## src/sv/gps_pkg.sv

```systemverilog
// ----------------------------------------------------------------------------
// gps_pkg
// Shared constants and types for the polar Gaussian sampler pipeline.
// ----------------------------------------------------------------------------
`default_nettype none

package gps_pkg;

   localparam int UNIFORM_BITS  = 16;
   localparam int OUT_FRAC_BITS = 12;
   localparam int SAMPLE_W      = 16;

   localparam int LOG_FRAC  = 30;               // log2 fraction bits
   localparam int ROOT_FRAC = 25;               // root fraction bits
   localparam int K_EXP     = 2 * (UNIFORM_BITS - 1);

   localparam int A_W     = UNIFORM_BITS;       // |u - half|, up to 2^(UB-1)
   localparam int SUM_W   = K_EXP;              // accepted sum of squares
   localparam int P_W     = 5;                  // top-bit index of the sum
   localparam int H_W     = 5;                  // half of the even shift
   localparam int MANT_W  = LOG_FRAC + 1;       // normalized mantissa
   localparam int RAD_W   = 62;                 // square root radicand
   localparam int ROOT_W  = RAD_W / 2;          // square root result
   localparam int REM_W   = ROOT_W + 2;         // square root remainder
   localparam int LN2_W   = 27;
   localparam int HI_W    = P_W + LN2_W;
   localparam int YC_W    = LOG_FRAC + LN2_W;
   localparam int LNP_W   = HI_W + LOG_FRAC;    // -log2(s) * ln2, unshifted
   localparam int NUM_SH  = 26;
   localparam int NUM_W   = LNP_W - NUM_SH;     // -2 ln s in Q.30
   localparam int ROOT_SH = 2 * ROOT_FRAC - 2 * 15;
   localparam int NUMER_W = 2 * ROOT_W;         // scaled product plus rounding
   localparam int ROUND_SH = ROOT_FRAC - OUT_FRAC_BITS;
   localparam int DEN_W   = ROOT_W + ROUND_SH;
   localparam int Q_W     = 17;                 // quotient bits, max is 2^15 + 1

   localparam logic [A_W-1:0]   HALF     = A_W'(1) << (UNIFORM_BITS - 1);
   localparam logic [LN2_W-1:0] LN2_Q27  = 27'd93032640;
   localparam logic [P_W-1:0]   K_C      = P_W'(K_EXP);
   localparam logic [Q_W-1:0]   SAT_POS  = Q_W'(32767);
   localparam logic [Q_W-1:0]   SAT_NEG  = Q_W'(32768);

   // payload that rides along every pipeline stage
   typedef struct packed {
      logic             valid;
      logic             neg1;
      logic             neg2;
      logic [A_W-1:0]   a1;
      logic [A_W-1:0]   a2;
      logic [P_W-1:0]   p;
      logic [H_W-1:0]   h;
      logic [RAD_W-1:0] rad_d;
   } side_type;

endpackage

`default_nettype wire

```

## src/sv/gps_front.sv

```systemverilog
// ----------------------------------------------------------------------------
// gps_front
// Maps uniforms to magnitudes, squares, rejects and normalizes (3 stages).
// ----------------------------------------------------------------------------
`default_nettype none

module gps_front (
   input  wire logic                             clock,
   input  wire logic                             reset,
   input  wire logic                             en,
   input  wire logic                             in_valid,
   input  wire logic [gps_pkg::UNIFORM_BITS-1:0] uniform_a,
   input  wire logic [gps_pkg::UNIFORM_BITS-1:0] uniform_b,
   output gps_pkg::side_type                     side_out,
   output logic [gps_pkg::MANT_W-1:0]            mant_out
);

   gps_pkg::side_type s1_in, s1_ff, s2_in, s2_ff, s3_in, s3_ff;
   logic [2*gps_pkg::A_W-1:0]   sq_in;
   logic [gps_pkg::SUM_W-1:0]   sum_ff;
   logic [gps_pkg::P_W-1:0]     p;
   logic [5:0]                  sh6;
   logic [gps_pkg::MANT_W-1:0]  mant_in, mant_ff;

   // stage 1: sign and magnitude of v
   always_comb begin
      s1_in       = '0;
      s1_in.valid = in_valid;
      s1_in.neg1  = ~uniform_a[gps_pkg::UNIFORM_BITS-1];
      s1_in.neg2  = ~uniform_b[gps_pkg::UNIFORM_BITS-1];
      s1_in.a1    = s1_in.neg1 ? gps_pkg::HALF - uniform_a : uniform_a - gps_pkg::HALF;
      s1_in.a2    = s1_in.neg2 ? gps_pkg::HALF - uniform_b : uniform_b - gps_pkg::HALF;
   end

   // stage 2: sum of squares, reject outside (0, 1)
   always_comb begin
      sq_in = {{gps_pkg::A_W{1'b0}}, s1_ff.a1} * {{gps_pkg::A_W{1'b0}}, s1_ff.a1}
            + {{gps_pkg::A_W{1'b0}}, s1_ff.a2} * {{gps_pkg::A_W{1'b0}}, s1_ff.a2};
      s2_in       = s1_ff;
      s2_in.valid = s1_ff.valid && (sq_in != '0)
                    && (sq_in[2*gps_pkg::A_W-1:gps_pkg::SUM_W] == '0);
   end

   // stage 3: top bit, log mantissa and even-shifted radicand
   always_comb begin
      p = '0;
      for (int i = 0; i < gps_pkg::SUM_W; i++) begin
         if (sum_ff[i]) p = gps_pkg::P_W'(i);
      end
      mant_in = {1'b0, sum_ff} << (gps_pkg::K_C - p);
      sh6     = 6'd61 - {1'b0, p};
      s3_in       = s2_ff;
      s3_in.p     = p;
      s3_in.h     = sh6[5:1];
      s3_in.rad_d = {{(gps_pkg::RAD_W-gps_pkg::SUM_W){1'b0}}, sum_ff} << {sh6[5:1], 1'b0};
   end

   always_ff @(posedge clock) begin
      if (reset) begin
         s1_ff.valid <= 1'b0;
         s2_ff.valid <= 1'b0;
         s3_ff.valid <= 1'b0;
      end else if (en) begin
         s1_ff   <= s1_in;
         s2_ff   <= s2_in;
         sum_ff  <= sq_in[gps_pkg::SUM_W-1:0];
         s3_ff   <= s3_in;
         mant_ff <= mant_in;
      end
   end

   assign side_out = s3_ff;
   assign mant_out = mant_ff;

endmodule

`default_nettype wire

```

## config.mk

```make
export PLATFORM = sky130hd
export DESIGN_NAME = gps_front
export DESIGN_NICKNAME = d
export VERILOG_FILES = /design/src/sv/gps_pkg.sv /design/src/sv/gps_front.sv
export SDC_FILE = /design/constraint.sdc
export NUM_CORES = 1
export LEC_CHECK = 0
export CELL_PAD_IN_SITES_DETAIL_PLACEMENT = 2
export CELL_PAD_IN_SITES_GLOBAL_PLACEMENT = 2
export CORE_MARGIN = 2
export CORE_UTILIZATION = 48
export CTS_BUF_LIST = sky130_fd_sc_hd__clkbuf_8
export DETAILED_ROUTE_END_ITERATION = 16
export DONT_BUFFER_PORTS = 1
export GPL_TIMING_DRIVEN = 0
export PLACE_DENSITY_LB_ADDON = 0.1
export SETUP_SLACK_MARGIN = 0.15
export SYNTH_ARGS = -nofsm -noshare
export SYNTH_HDL_FRONTEND = slang
export SYNTH_SLANG_ARGS = --single-unit
export TNS_END_PERCENT = 10
```

## constraint.sdc

```tcl
create_clock -name clock -period 37.9 [get_ports clock]
set_input_delay 3.79 -clock clock [delete_from_list [all_inputs] [get_ports clock]]
set_output_delay 3.79 -clock clock [all_outputs]
set_load 0.005 [all_outputs]
```

==> results by group <==
Run status
  – Run status: finished, final reports clean

Timing
  – Max_slew headroom: 0.364
  – Min cycle time layout: around 9.5 ns
  – Period utilization: 0.251
  – Fin. Hold Viols: 0
  – Final Setup Violations: 0
  – Worst Max-Slew Pin Slew: 0.954 ns
  – Setup TNS: 0 ns
  – RSZ-0062 raised after global routing: no
  – Worst Skew: 0.0230 ns
  – Pins Over Slew Limit: 0
  – F_max: about 110 MHz

Global route
  – Initial antenna violation count: 1
  – Total GRT Usage: 0.338
  – Number of global-route vias before repair: between 20000 and 25000
  – Largest net degree at the start of global routing: 40
  – Global-route wire length before repair: roughly 140000 microns
  – Grt total ovfl: 0

Synthesis
  – FF+latch count, synth: 237
  – Synth area leader: fa_1
  – Simple logic cell fraction of the synthesized area: 0.107
  – Post-synth EDFFs: about 230
  – Compound-Gate Fraction of Synth Area: 0.0662
  – Largest family of logic cells by synthesized area: adder cells
  – Adder-cell share of the synthesized area: 0.391
  – Top-count cell post-synth: inv_1
  – Top-area cell type share of the netlist area: 0.298
  – Synthesized cell area: 0.0259 sq mm
  – Mux share of post-synthesis cell area: 0.0493
  – Ys async rst share: 0
  – Ys Warns: 0
  – Netlist cell types: 85
  – Sequential share of the synthesized area: 0.274
  – Most common flop cell mapped by yosys: edfxtp_1
  – Post-Syn Instances: around 2400
  – Post-synthesis xor/xnor area fraction: 0.0236
  – Synth cell count leaders: inv_1, fa_1, edfxtp_1
  – Synth area leaders: fa_1, edfxtp_1, ha_1
  – Syn avg cell area: 10.7 sq um

Floorplanning
  – Die W: roughly 240 microns
  – Core ar.: 0.0536 sq mm
  – Die Span Y: between 200 and 250 microns
  – Initial Util: 0.483
  – Row Count: 85
  – Die area: ~0.056 sq mm
  – I/O Pins: between 150 and 200

Worst hold path
  – Hold path depth: 0
  – Hold crit path type: register to register
  – Hold wc startpoint: s2_ff[80]

CTS
  – Post-CTS setup buffers: 0
  – Worst-Skew Late Latency: ~0.64 ns
  – TritonCTS Buffers: 44
  – Clock tree from TritonCTS: yes
  – CTS H-tree lvls: 2
  – Cts hold-fix bufs: 0
  – Clk sinks: approximately 240
  – Cts repair resizes: 0
  – CTS max path bufs: 3
  – CTS Root Cell: clkbuf_8
  – CTS clk-pin slew, worst paths: about 0.060 ns

Final layout
  – Fin util: 0.518
  – Layout cells sized above 1: 0.0533
  – Fill count: approximately 5500
  – Final nets: around 3100
  – Area delta synth->final: 7.15%

Critical path
  – Worst Path Arrival: 10.03 ns
  – Crit-path cells: clkbuf_1 > nand2_1 > fa_1 > inv_1 > fa_1 > inv_1 > fa_1 > fa_1 > fa_1 > inv_1 > fa_1 > fa_1 > fa_1 > ha_1 > a2111oi_0 > o31ai_1 > a31o_1 > a211oi_1 > nor2_1 > or3_1 > or4_1 > or4b_1 > o311a_1
  – Critical path depth: 23
  – Worst path bufs/invs: 4
  – Reg2reg path depth: 23
  – Kind of critical path: register to register
  – Reg-to-Reg Start: s1_ff[93]
  – CP startpoint kind: register
  – Data required, critical path: approximately 38 ns
  – Setup crit start: s1_ff[93]
  – Critical Path Most Common Cell: fa_1
  – Crit Path Max Fanout: 10
  – CP top delay family: adder cells
  – CP Capture Type: register
  – Max stage delay on crit path: between 0.7 and 0.8 ns
  – Worst path slowest cell: edfxtp_1

Route
  – DRT Wirelength: ~90000 microns
  – TritonRoute pass-1 iters: 5
  – First DRT Iteration DRCs: between 900 and 1000
  – Drt wl/cell: between 20 and 30 microns
  – Vias: about 19000
  – Via-to-Cell Ratio: about 5.8
  – Routed Antenna Nets: 0
  – # DRC: 0

Place
  – RePlAce Congestion: approximately 0.90
  – Hpwl dp: 76400 microns
  – Port bufs: 0

Flow run
  – Max-cap viol count: 0
## registers in the layout, summed over array words and instances, names as in the netlist
name,count
side_out,106
s1_ff,35
s2_ff,35
mant_out,31
sum_ff,30
## worst register-to-register path, cell delays in order, from the launching register on
cell	delay, ns
edfxtp_1	0.71
clkbuf_1	0.67
nand2_1	0.19
fa_1	0.57
inv_1	0.08
fa_1	0.51
inv_1	0.05
fa_1	0.50
fa_1	0.54
fa_1	0.54
inv_1	0.07
fa_1	0.57
fa_1	0.45
fa_1	0.48
ha_1	0.37
a2111oi_0	0.55
o31ai_1	0.20
a31o_1	0.25
a211oi_1	0.35
nor2_1	0.11
or3_1	0.37
or4_1	0.48
or4b_1	0.51
o311a_1	0.29
## area by class of cell
| class | instances | area (sq um) | share of cell area |
|---|---|---|---|
| clock buffers | 48 | 661 | 0.0238 |
| flip-flops and latches | 237 | 7090 | 0.255 |
| multi-input cells | 1586 | 16500 | 0.596 |
| repair buffers | 7 | 155 | 0.00559 |
| inverters | 513 | 1930 | 0.0694 |
| well taps | 696 | 871 | 0.0314 |
| clock inverters | 27 | 126 | 0.00455 |
| diodes | 2 | 5.00 | 0.000180 |
| plain buffers | 95 | 383 | 0.0138 |
## through the flow
stage	std cells	hold slack, ns	setup WS [ns]	area [sq um]
floorplan	2431	0.400	22.90	25900
global placement	3127	0.401	19.29	26800
detailed placement	3134	0.408	28.42	27000
CTS	3209	0.419	28.36	27700
global route	3210	0.428	28.08	27700
finish	3211	0.418	28.38	27800
## per-layer routing
layer,global-route usage,vias up,routed length (microns)
met5,0,-,0
met3,0.0380,252,3480
met2,0.632,584,49800
li1,-,7923,-
met4,0.174,0,5300
met1,0.377,9928,33100
## cell usage in the layout, fill, tap and decap left out, drive strengths merged, types with 4 or more instances in the layout
cell / instances
nand3: 20
a22oi: 8
nor4: 12
buf: 20
and2: 123
fa: 385
nor2: 143
o221ai: 11
o31ai: 10
mux2: 19
nand4: 4
mux4: 17
nand2b: 8
a211oi: 13
o211ai: 8
xor2: 28
clkinv: 10
or4: 6
o22ai: 16
a31o: 6
o21ai: 58
clkbuf: 130
a21oi: 53
mux2i: 68
or3: 6
a21o: 8
or2: 7
o21bai: 5
nand2: 191
ha: 193
conb: 8
and3: 10
nor2b: 16
nor3: 17
inv: 529
a31oi: 9
xnor2: 41
a211o: 6
edfxtp: 234
## cell families (layout without fill, tap and decap cells)
family | after synthesis | after routing
AO/OA/AOI/OAI | 253 | 253
buffers and inverters | 608 | 690
XOR/XNOR | 69 | 69
multiplexers | 104 | 104
other | 1 | 10
adder cells (fa/ha/maj) | 578 | 578
flip-flops | 237 | 237
AND/OR/NAND/NOR | 574 | 574
## path summary, 6_finish.rpt
path	endpoint	slack, ns
setup / recovery	s2_ff[106]	28.38
hold / removal	side_out[80]	0.42
setup reg to reg	s2_ff[106]	28.38
hold reg to reg	side_out[80]	0.42
Power is not shown: default switching activity piles up to over one toggle a cycle in this logic, so the estimate is an artifact.
